[src/sv/infix_to_prefix_converter_assert.svh]
// Assertion macros shared by the converter RTL.
// Expects clk and arst_n in the scope of the including module.
`ifndef INFIX_TO_PREFIX_CONVERTER_ASSERT_SVH
`define INFIX_TO_PREFIX_CONVERTER_ASSERT_SVH

// same-cycle implication
`define IPC_ASSERT_NOW(lbl, ante, cons, msg) \
	lbl: assert property (@(posedge clk) disable iff (!arst_n) (ante) |-> (cons)) \
		else $error(msg);

// next-cycle implication
`define IPC_ASSERT_NEXT(lbl, ante, cons, msg) \
	lbl: assert property (@(posedge clk) disable iff (!arst_n) (ante) |=> (cons)) \
		else $error(msg);

`endif

[src/sv/ipc_pkg.sv]
// Package for the infix to prefix converter: sizes, character codes,
// payload structs, stack control struct, state enum, precedence function.
package ipc_pkg;

	localparam int DEPTH = 64;
	localparam int CNT_W = $clog2(DEPTH + 1);
	localparam logic [CNT_W-1:0] FULL_CNT = CNT_W'(DEPTH);

	localparam logic [7:0] CH_EQ     = 8'h3D; // '='
	localparam logic [7:0] CH_PLUS   = 8'h2B; // '+'
	localparam logic [7:0] CH_MINUS  = 8'h2D; // '-'
	localparam logic [7:0] CH_STAR   = 8'h2A; // '*'
	localparam logic [7:0] CH_SLASH  = 8'h2F; // '/'
	localparam logic [7:0] CH_CARET  = 8'h5E; // '^'
	localparam logic [7:0] CH_LPAREN = 8'h28; // '('
	localparam logic [7:0] CH_RPAREN = 8'h29; // ')'
	localparam logic [7:0] CH_A      = 8'h61; // 'a'
	localparam logic [7:0] CH_Z      = 8'h7A; // 'z'

	typedef struct packed {
		logic [7:0] symbol;
		logic       end_of_expression;
	} ipc_in_t;

	typedef struct packed {
		logic [7:0] prefix_symbol;
		logic       final_symbol;
		logic       error_flag;
	} ipc_out_t;

	// shift control for one chain of cells
	typedef struct packed {
		logic push;
		logic pop;
	} ipc_stk_ctl_t;

	typedef enum logic [1:0] {
		ST_LOAD,
		ST_SCAN,
		ST_DRAIN,
		ST_EMIT
	} ipc_state_t;

	function automatic logic [1:0] prec(input logic [7:0] c);
		logic [1:0] p;
		p = 2'd0;
		case (c) inside
			CH_EQ:              p = 2'd0;
			CH_PLUS, CH_MINUS:  p = 2'd1;
			CH_STAR, CH_SLASH:  p = 2'd2;
			CH_CARET:           p = 2'd3;
			default:            p = 2'd0;
		endcase
		return p;
	endfunction

endpackage

[src/sv/ipc_cell.sv]
// One stack cell: holds a character, shifts down on push, up on pop.
// Depends on ipc_pkg.
module ipc_cell (
	input  logic                  clk,
	input  ipc_pkg::ipc_stk_ctl_t ctl,
	input  logic [7:0]            above,
	input  logic [7:0]            below,
	output logic [7:0]            q
);

	logic [7:0] data_q;

	always_ff @(posedge clk) begin
		if (ctl.push) begin
			data_q <= above;
		end else if (ctl.pop) begin
			data_q <= below;
		end
	end

	assign q = data_q;

endmodule

[src/sv/ipc_stack.sv]
// LIFO built as a chain of ipc_cell; cell 0 is the top of stack.
// Depends on ipc_pkg and ipc_cell.
module ipc_stack (
	input  logic                  clk,
	input  ipc_pkg::ipc_stk_ctl_t ctl,
	input  logic [7:0]            din,
	output logic [7:0]            top
);

	logic [7:0] cell_q [ipc_pkg::DEPTH];

	for (genvar i = 0; i < ipc_pkg::DEPTH; i++) begin : g_cell
		logic [7:0] above;
		logic [7:0] below;
		if (i == 0) begin : g_first
			assign above = din;
		end else begin : g_mid
			assign above = cell_q[i-1];
		end
		if (i == ipc_pkg::DEPTH - 1) begin : g_last
			assign below = 8'h00;
		end else begin : g_inner
			assign below = cell_q[i+1];
		end
		ipc_cell u_cell (
			.clk   (clk),
			.ctl   (ctl),
			.above (above),
			.below (below),
			.q     (cell_q[i])
		);
	end

	assign top = cell_q[0];

endmodule

[src/sv/infix_to_prefix_converter.sv]
// Infix to prefix converter: three cell-chain stacks (expression, operator, output).
// Load pushes each accepted character onto the expression buffer; the scan then
// pops it right to left into the operator and output stacks, drain empties the
// operator stack into the output stack, and emit pops the output stack as results.
// Requests are refused while an expression is converted; the last result waits in
// the output register while the next expression loads. arst_n clears counts, state, error.
module infix_to_prefix_converter (
	input  logic              clk,
	input  logic              arst_n,
	input  logic              sym_valid,
	output logic              sym_ready,
	input  ipc_pkg::ipc_in_t  sym,
	output logic              pfx_valid,
	input  logic              pfx_ready,
	output ipc_pkg::ipc_out_t pfx
);

	// Fill counts; payload of the stacks lives in the cell chains.
	ipc_pkg::ipc_state_t           state_q, state_d;
	logic [ipc_pkg::CNT_W-1:0]     len_q, op_top_q, os_top_q;
	logic                          err_q;

	ipc_pkg::ipc_stk_ctl_t buf_ctl, op_ctl, os_ctl;
	logic [7:0]            buf_din, op_din, os_din;
	logic [7:0]            buf_top, op_top_val, os_top_val;
	logic                  err_set;

	logic                  accept, issue, done;
	logic [7:0]            c;
	logic                  is_letter, op_nonempty, op_blocked, op_higher;
	logic                  buf_full, op_full, os_full;

	logic                  pfx_valid_q;
	ipc_pkg::ipc_out_t     pfx_q, pfx_d;

	// Expression buffer: last stored character sits on top, so popping it
	// walks the expression right to left.
	ipc_stack u_buf (.clk(clk), .ctl(buf_ctl), .din(buf_din), .top(buf_top));
	ipc_stack u_op  (.clk(clk), .ctl(op_ctl),  .din(op_din),  .top(op_top_val));
	// Output stack pops top first, which is the prefix order.
	ipc_stack u_os  (.clk(clk), .ctl(os_ctl),  .din(os_din),  .top(os_top_val));

	assign c           = buf_top;
	assign is_letter   = (c >= ipc_pkg::CH_A) && (c <= ipc_pkg::CH_Z);
	assign op_nonempty = (op_top_q != '0);
	assign op_blocked  = (op_top_val == ipc_pkg::CH_RPAREN);
	assign op_higher   = ipc_pkg::prec(op_top_val) > ipc_pkg::prec(c);
	assign buf_full    = (len_q == ipc_pkg::FULL_CNT);
	assign op_full     = (op_top_q == ipc_pkg::FULL_CNT);
	assign os_full     = (os_top_q == ipc_pkg::FULL_CNT);

	assign sym_ready = (state_q == ipc_pkg::ST_LOAD);
	assign accept    = sym_valid && sym_ready;
	assign issue     = (state_q == ipc_pkg::ST_EMIT) && (!pfx_valid_q || pfx_ready);
	// last result when at most one symbol is left (none: the empty result)
	assign done      = issue && (os_top_q <= ipc_pkg::CNT_W'(1));

	// Next state
	always_comb begin
		state_d = state_q;
		unique case (state_q)
			ipc_pkg::ST_LOAD: begin
				if (accept && sym.end_of_expression) state_d = ipc_pkg::ST_SCAN;
			end
			ipc_pkg::ST_SCAN: begin
				if (len_q == '0) state_d = ipc_pkg::ST_DRAIN;
			end
			ipc_pkg::ST_DRAIN: begin
				if (!op_nonempty) state_d = ipc_pkg::ST_EMIT;
			end
			ipc_pkg::ST_EMIT: begin
				if (done) state_d = ipc_pkg::ST_LOAD;
			end
			default: state_d = ipc_pkg::ST_LOAD;
		endcase
	end

	// Stack moves, one decision per cycle
	always_comb begin
		buf_ctl = '0;
		op_ctl  = '0;
		os_ctl  = '0;
		buf_din = sym.symbol;
		op_din  = c;
		os_din  = is_letter ? c : op_top_val;
		err_set = 1'b0;
		pfx_d.prefix_symbol = (os_top_q != '0) ? os_top_val : 8'h00;
		pfx_d.final_symbol  = done;
		pfx_d.error_flag    = err_q;
		unique case (state_q)
			ipc_pkg::ST_LOAD: begin
				if (accept) begin
					// a character beyond the buffer is dropped
					if (buf_full) err_set = 1'b1;
					else buf_ctl.push = 1'b1;
				end
			end
			ipc_pkg::ST_SCAN: begin
				if (len_q != '0) begin
					if (is_letter) begin
						buf_ctl.pop = 1'b1;
						if (os_full) err_set = 1'b1;
						else os_ctl.push = 1'b1;
					end else if (c == ipc_pkg::CH_RPAREN) begin
						buf_ctl.pop = 1'b1;
						if (op_full) err_set = 1'b1;
						else op_ctl.push = 1'b1;
					end else if (c == ipc_pkg::CH_LPAREN) begin
						if (op_nonempty && !op_blocked) begin
							// move one operator, keep '(' for the next cycle
							op_ctl.pop = 1'b1;
							if (os_full) err_set = 1'b1;
							else os_ctl.push = 1'b1;
						end else if (!op_nonempty) begin
							// '(' without its ')'
							err_set     = 1'b1;
							buf_ctl.pop = 1'b1;
						end else begin
							// matching ')' is discarded
							op_ctl.pop  = 1'b1;
							buf_ctl.pop = 1'b1;
						end
					end else begin
						if (op_nonempty && !op_blocked && op_higher) begin
							op_ctl.pop = 1'b1;
							if (os_full) err_set = 1'b1;
							else os_ctl.push = 1'b1;
						end else begin
							buf_ctl.pop = 1'b1;
							if (op_full) err_set = 1'b1;
							else op_ctl.push = 1'b1;
						end
					end
				end
			end
			ipc_pkg::ST_DRAIN: begin
				if (op_nonempty) begin
					op_ctl.pop = 1'b1;
					// a leftover ')' has no '(' and is dropped
					if (op_blocked) err_set = 1'b1;
					else if (os_full) err_set = 1'b1;
					else os_ctl.push = 1'b1;
				end
			end
			ipc_pkg::ST_EMIT: begin
				if (issue && (os_top_q != '0)) os_ctl.pop = 1'b1;
			end
			default: ;
		endcase
	end

	// Control registers
	always_ff @(posedge clk or negedge arst_n) begin
		if (!arst_n) begin
			state_q     <= ipc_pkg::ST_LOAD;
			len_q       <= '0;
			op_top_q    <= '0;
			os_top_q    <= '0;
			err_q       <= 1'b0;
			pfx_valid_q <= 1'b0;
		end else begin
			state_q <= state_d;
			if (buf_ctl.push) len_q <= len_q + ipc_pkg::CNT_W'(1);
			else if (buf_ctl.pop) len_q <= len_q - ipc_pkg::CNT_W'(1);
			if (op_ctl.push) op_top_q <= op_top_q + ipc_pkg::CNT_W'(1);
			else if (op_ctl.pop) op_top_q <= op_top_q - ipc_pkg::CNT_W'(1);
			if (os_ctl.push) os_top_q <= os_top_q + ipc_pkg::CNT_W'(1);
			else if (os_ctl.pop) os_top_q <= os_top_q - ipc_pkg::CNT_W'(1);
			// error lives for one expression
			if (done) err_q <= 1'b0;
			else if (err_set) err_q <= 1'b1;
			if (issue) pfx_valid_q <= 1'b1;
			else if (pfx_ready) pfx_valid_q <= 1'b0;
		end
	end

	// Output register payload
	always_ff @(posedge clk) begin
		if (issue) pfx_q <= pfx_d;
	end

	assign pfx_valid = pfx_valid_q;
	assign pfx       = pfx_q;

`include "infix_to_prefix_converter_assert.svh"

	`IPC_ASSERT_NOW(a_busy_no_req, state_q != ipc_pkg::ST_LOAD, !sym_ready, "request taken while busy")
	`IPC_ASSERT_NOW(a_emit_drained, state_q == ipc_pkg::ST_EMIT, (len_q == '0) && (op_top_q == '0), "stacks not drained at emit")
	`IPC_ASSERT_NEXT(a_final_clears, done, (state_q == ipc_pkg::ST_LOAD) && !err_q && (os_top_q == '0), "state not cleared after last result")
	`IPC_ASSERT_NOW(a_count_bound, 1'b1, (len_q <= ipc_pkg::FULL_CNT) && (op_top_q <= ipc_pkg::FULL_CNT) && (os_top_q <= ipc_pkg::FULL_CNT), "stack count beyond depth")

endmodule

[config.mk]
export PLATFORM = sky130hd
export DESIGN_NAME = infix_to_prefix_converter
export DESIGN_NICKNAME = d
export VERILOG_FILES = /design/src/sv/ipc_pkg.sv /design/src/sv/ipc_cell.sv /design/src/sv/ipc_stack.sv /design/src/sv/infix_to_prefix_converter.sv
export VERILOG_INCLUDE_DIRS = /design/src /design/src/sv
export SDC_FILE = /design/constraint.sdc
export NUM_CORES = 2
export LEC_CHECK = 0
export BUFFER_PORTS_ARGS = -buffer_cell sky130_fd_sc_hd__buf_2
export CORE_AREA = 2 2 524 526
export CTS_BUF_LIST = sky130_fd_sc_hd__clkbuf_16
export CTS_CLUSTER_DIAMETER = 120
export CTS_CLUSTER_SIZE = 40
export DETAILED_ROUTE_END_ITERATION = 10
export DIE_AREA = 0 0 526 528
export GPL_TIMING_DRIVEN = 0
export PLACE_DENSITY_LB_ADDON = 0.2
export SLEW_MARGIN = 20
export SYNTH_ARGS = -nofsm -noshare
export SYNTH_HDL_FRONTEND = slang
export SYNTH_SLANG_ARGS = --single-unit
export TNS_END_PERCENT = 30
[constraint.sdc]
create_clock -name clk -period 44.7 [get_ports clk]
set_input_delay 6.705 -clock clk [delete_from_list [all_inputs] [get_ports clk]]
set_output_delay 6.705 -clock clk [all_outputs]
set_load 0.01 [all_outputs]
==> impl_metrics.ini <==
[sta]
final_hold_viol_count = 0
whs_ns = 0.507
rsz0062_at_grt = false
slew_headroom_pct = 37.0
skew_ns = 0.112
fin_crit_ns = 9.96
finalSetupViolations = 0
slew_violations = 0
fin_crit_sh_pct = 22.3
tightest_slew_ns = 0.945
max_freq_ghz = 0.100
finalSetupTns_ns = 0
setup_ws_ns = 34.74

[global_route]
grt_pass1_vias = 36900
grt_util_met3_pct = 1.07
grt-busiest-layer = met2
grt_overflow_total = 0
antenna_found_initial = 7
use_met2_pct = 14.5
met1_usage_pct = 12.9
globalRouteTotalUtil_pct = 8.95
grt_first_pass_wirelength_um = 206000
grt_max_degree = 101

[floorplanning]
die_area_um2 = 278000
die_w_um = 526
die-height_um = 528
start_util_pct = 24.9
ios = 25
fp.coreArea_um2 = 272000
num_rows = 192

[layout]
layout.nets = 4829
fin_util_pct = 27.7
design_area_um2 = 75600
fin_cells = 8422
layout-drive-gt1-share_pct = 14.5
areaGrowthSynthToFinish_pct = 11.6
fillers = 27800
seq_area_um2 = 47100
multi_input_area_um2 = 19000

[synthesis]
synth_area_per_cell_um2 = 14.6
synth_edf_count = 1546
ys.flop_type = edfxtp_1
yosys_warnings = 0
ys_async_sr_fraction_pct = 1.59
syn-num-nets = 4677
synthCells = 4642
ys_seq_area_share_pct = 69.5
synth-seq-cells = 1571
syn_area_um2 = 67700
ys_types = 72

[clock_network]
cts_sinks = 1571
postCtsSetupBuffers = 0
cts_buffers = 51
clkTransAtPathRegs_ns = 0.15
cts_buffer_depth = 3
cts.htree.levels = 2
cts_resized = 0
cts_hold_buf = 0
cts_root_buf = clkbuf_16
clock_latency_ns = 0.81
cts_tree = built

[routing]
drt_iter0_drc = 2226
viasPerCell = 4.17
firstDrtPassIters = 5
vias = 35200
ant_nets = 0
wirelength_um = 127000
avgRoutedWirePerCell_um = 15.1
drc_errors = 0

[worst_setup_path]
crit_path_start_kind = primary input
max_stage_delay_ns = 0.56
timing.critical_path.mode_cell = buf_16
path_depth = 10
cp.arrival_ns = 10.36
reg2reg_depth = 20
cpMaxStageDelayCell = clkbuf_2
crit_buf_inv = 7
endpoint_kind = flop
crit_fanout = 100
crit_chain = buf_2 -> nand2_1 -> a21oi_1 -> clkbuf_2 -> a21oi_2 -> inv_8 -> buf_16 -> buf_16 -> buf_16 -> buf_16
critical-path-top-delay-family = buffers and inverters
cp.required_ns = 45.10
critPathKind = primary input to flop

[placed_design]
routabilityCongestion = 0.704
dp_slack_ns = 33.73
place_area_um2 = 73800
place_hpwl_um = 89400
dp_cells = 8330
port_buffers = 24

[power]
ir_drop_uv = 31.8
leakagePower_nw = 23.0
total_power_mw = 2.31
p_per_area_nw_per_um2 = 30.6

[min_path]
hp-class = flop to flop
hold_depth = 1

[status]
status = completed

[run]
maxCapViolCount = 0
==> cells in the mapped netlist, drive strengths merged, types with 3 or more instances <==
library cell,number,area [um2]
nand2,1569,5910
or4,7,67.6
a31oi,4,25.0
xor2,3,26.3
nand2b,6,37.5
o21ai,26,130
o22ai,4,25.0
o311ai,3,43.8
mux2i,9,90.1
a21o,4,30.0
clkbuf,101,379
and2,28,175
nor2b,7,46.3
edfxtp,1546,46400
nand3,12,60.1
inv,19,71.3
mux2,994,11200
and3,10,62.6
or3,4,25.0
nor3b,3,33.8
nor2,17,66.3
a21oi,17,92.6
buf,138,1250
xnor2,11,96.3
o21bai,4,33.8
o211ai,10,75.1
nor3,10,77.6
nor4,4,31.3
ha,20,250
dfrtp,25,626
==> registers in the layout (all words and copies together), names as in the netlist <==
name,count
state_q,2
u_op.g_cell.u_cell.q,512
u_buf.g_cell.u_cell.q,512
pfx,10
len_q,7
op_top_q,7
os_top_q,7
err_q,1
u_os.g_cell.u_cell.q,512
pfx_valid,1
==> worst paths after layout <==
path                                                  startpoint                                          to  slack (ns)
setup / recovery                                       sym_valid  u_buf.g_cell[63].u_cell.q[1]$_SDFFCE_PN0P_       34.74
hold / removal             u_op.g_cell[14].u_cell.q[7]$_DFFE_PP_       u_op.g_cell[15].u_cell.q[7]$_DFFE_PP_        0.51
setup reg to reg           u_buf.g_cell[0].u_cell.q[0]$_DFFE_PP_                     op_top_q[6]$_DFFE_PN0P_       38.98
hold reg to reg            u_op.g_cell[14].u_cell.q[7]$_DFFE_PP_       u_op.g_cell[15].u_cell.q[7]$_DFFE_PP_        0.51
max in group asynchronous                                 arst_n                        len_q[5]$_DFFE_PN0P_       38.23
min in group asynchronous                                 arst_n                     op_top_q[2]$_DFFE_PN0P_        5.92
==> cell families (layout without fill, tap and decap cells) <==
family	after synthesis	count (layout)	synth area share (%)
AO/OA/AOI/OAI	89	89	0.931
XOR/XNOR	14	14	0.181
adder cells (fa/ha/maj)	22	22	0.429
buffers and inverters	258	444	2.51
flip-flops	1571	1571	69.5
multiplexers	1003	1003	16.7
other	0	5	0
AND/OR/NAND/NOR	1685	1685	9.83
==> area by class of cell <==
cell class	instances	area share [%]
Antenna cell	5	0.0166
Buffer	239	2.16
Clock buffer	51	1.69
Clock inverter	36	0.655
Inverter	19	0.104
Multi-Input combinational cell	2813	25.1
Sequential cell	1571	62.2
Tap cell	3589	5.94
Timing Repair Buffer	99	2.05
==> cells in the final DEF (no fill, tap or decap), drive strengths merged, types with 3 or more instances in the layout <==
master	synthesis	final
nor3	10	10
nor3b	3	3
inv	19	37
ha	20	20
or4	7	7
nor4	4	4
nand3	12	12
o311ai	3	3
nor2b	7	7
o21ai	26	26
or3	4	4
mux2i	9	9
xor2	3	3
o211ai	10	10
and2	28	28
dfrtp	25	25
xnor2	11	11
edfxtp	1546	1546
o22ai	4	4
and3	10	10
clkinvlp	0	4
a21oi	17	17
mux2	994	994
nand2b	6	6
buf	138	237
a31oi	4	4
nand2	1569	1569
nor2	17	17
clkinv	0	12
clkbuf	101	152
o21bai	4	4
diode	0	5
a21o	4	4
==> worst reg2reg max path, cell delays in order, from the launching register on <==
cell and delay, ns:
edfxtp_1 0.47, clkbuf_1 0.36, or4b_2 0.75, nand3_1 0.12, o211ai_1 0.10, ha_1 0.31, nor2b_1 0.12, o21ai_0 0.15
or3_1 0.39, o2111ai_2 0.38, buf_4 0.33, buf_6 0.20, buf_4 0.22, buf_4 0.25, ha_1 0.28, nor2b_1 0.13
o21ai_0 0.23, a21o_1 0.19, o311ai_0 0.16, or4_1 0.42, nand3_1 0.10
==> metal layers <==
layer / vias up / share of wire, % / wire, um
met1: 17900 / 50 / 64000
met2: 220 / 46 / 58400
met3: 84 / 2.3 / 2890
met4: 2 / 1.5 / 1860
met5: - / 0.015 / 19
li1: 16900 / - / -
==> report_power, final <==
group          total, mW  switching (mW)  internal (mW)
logic            0.00182         0.00140       0.000407
registers           1.59               0           1.59
clock network      0.721           0.482          0.240
total               2.31           0.483           1.83
Power figures use the tool's default switching activity.
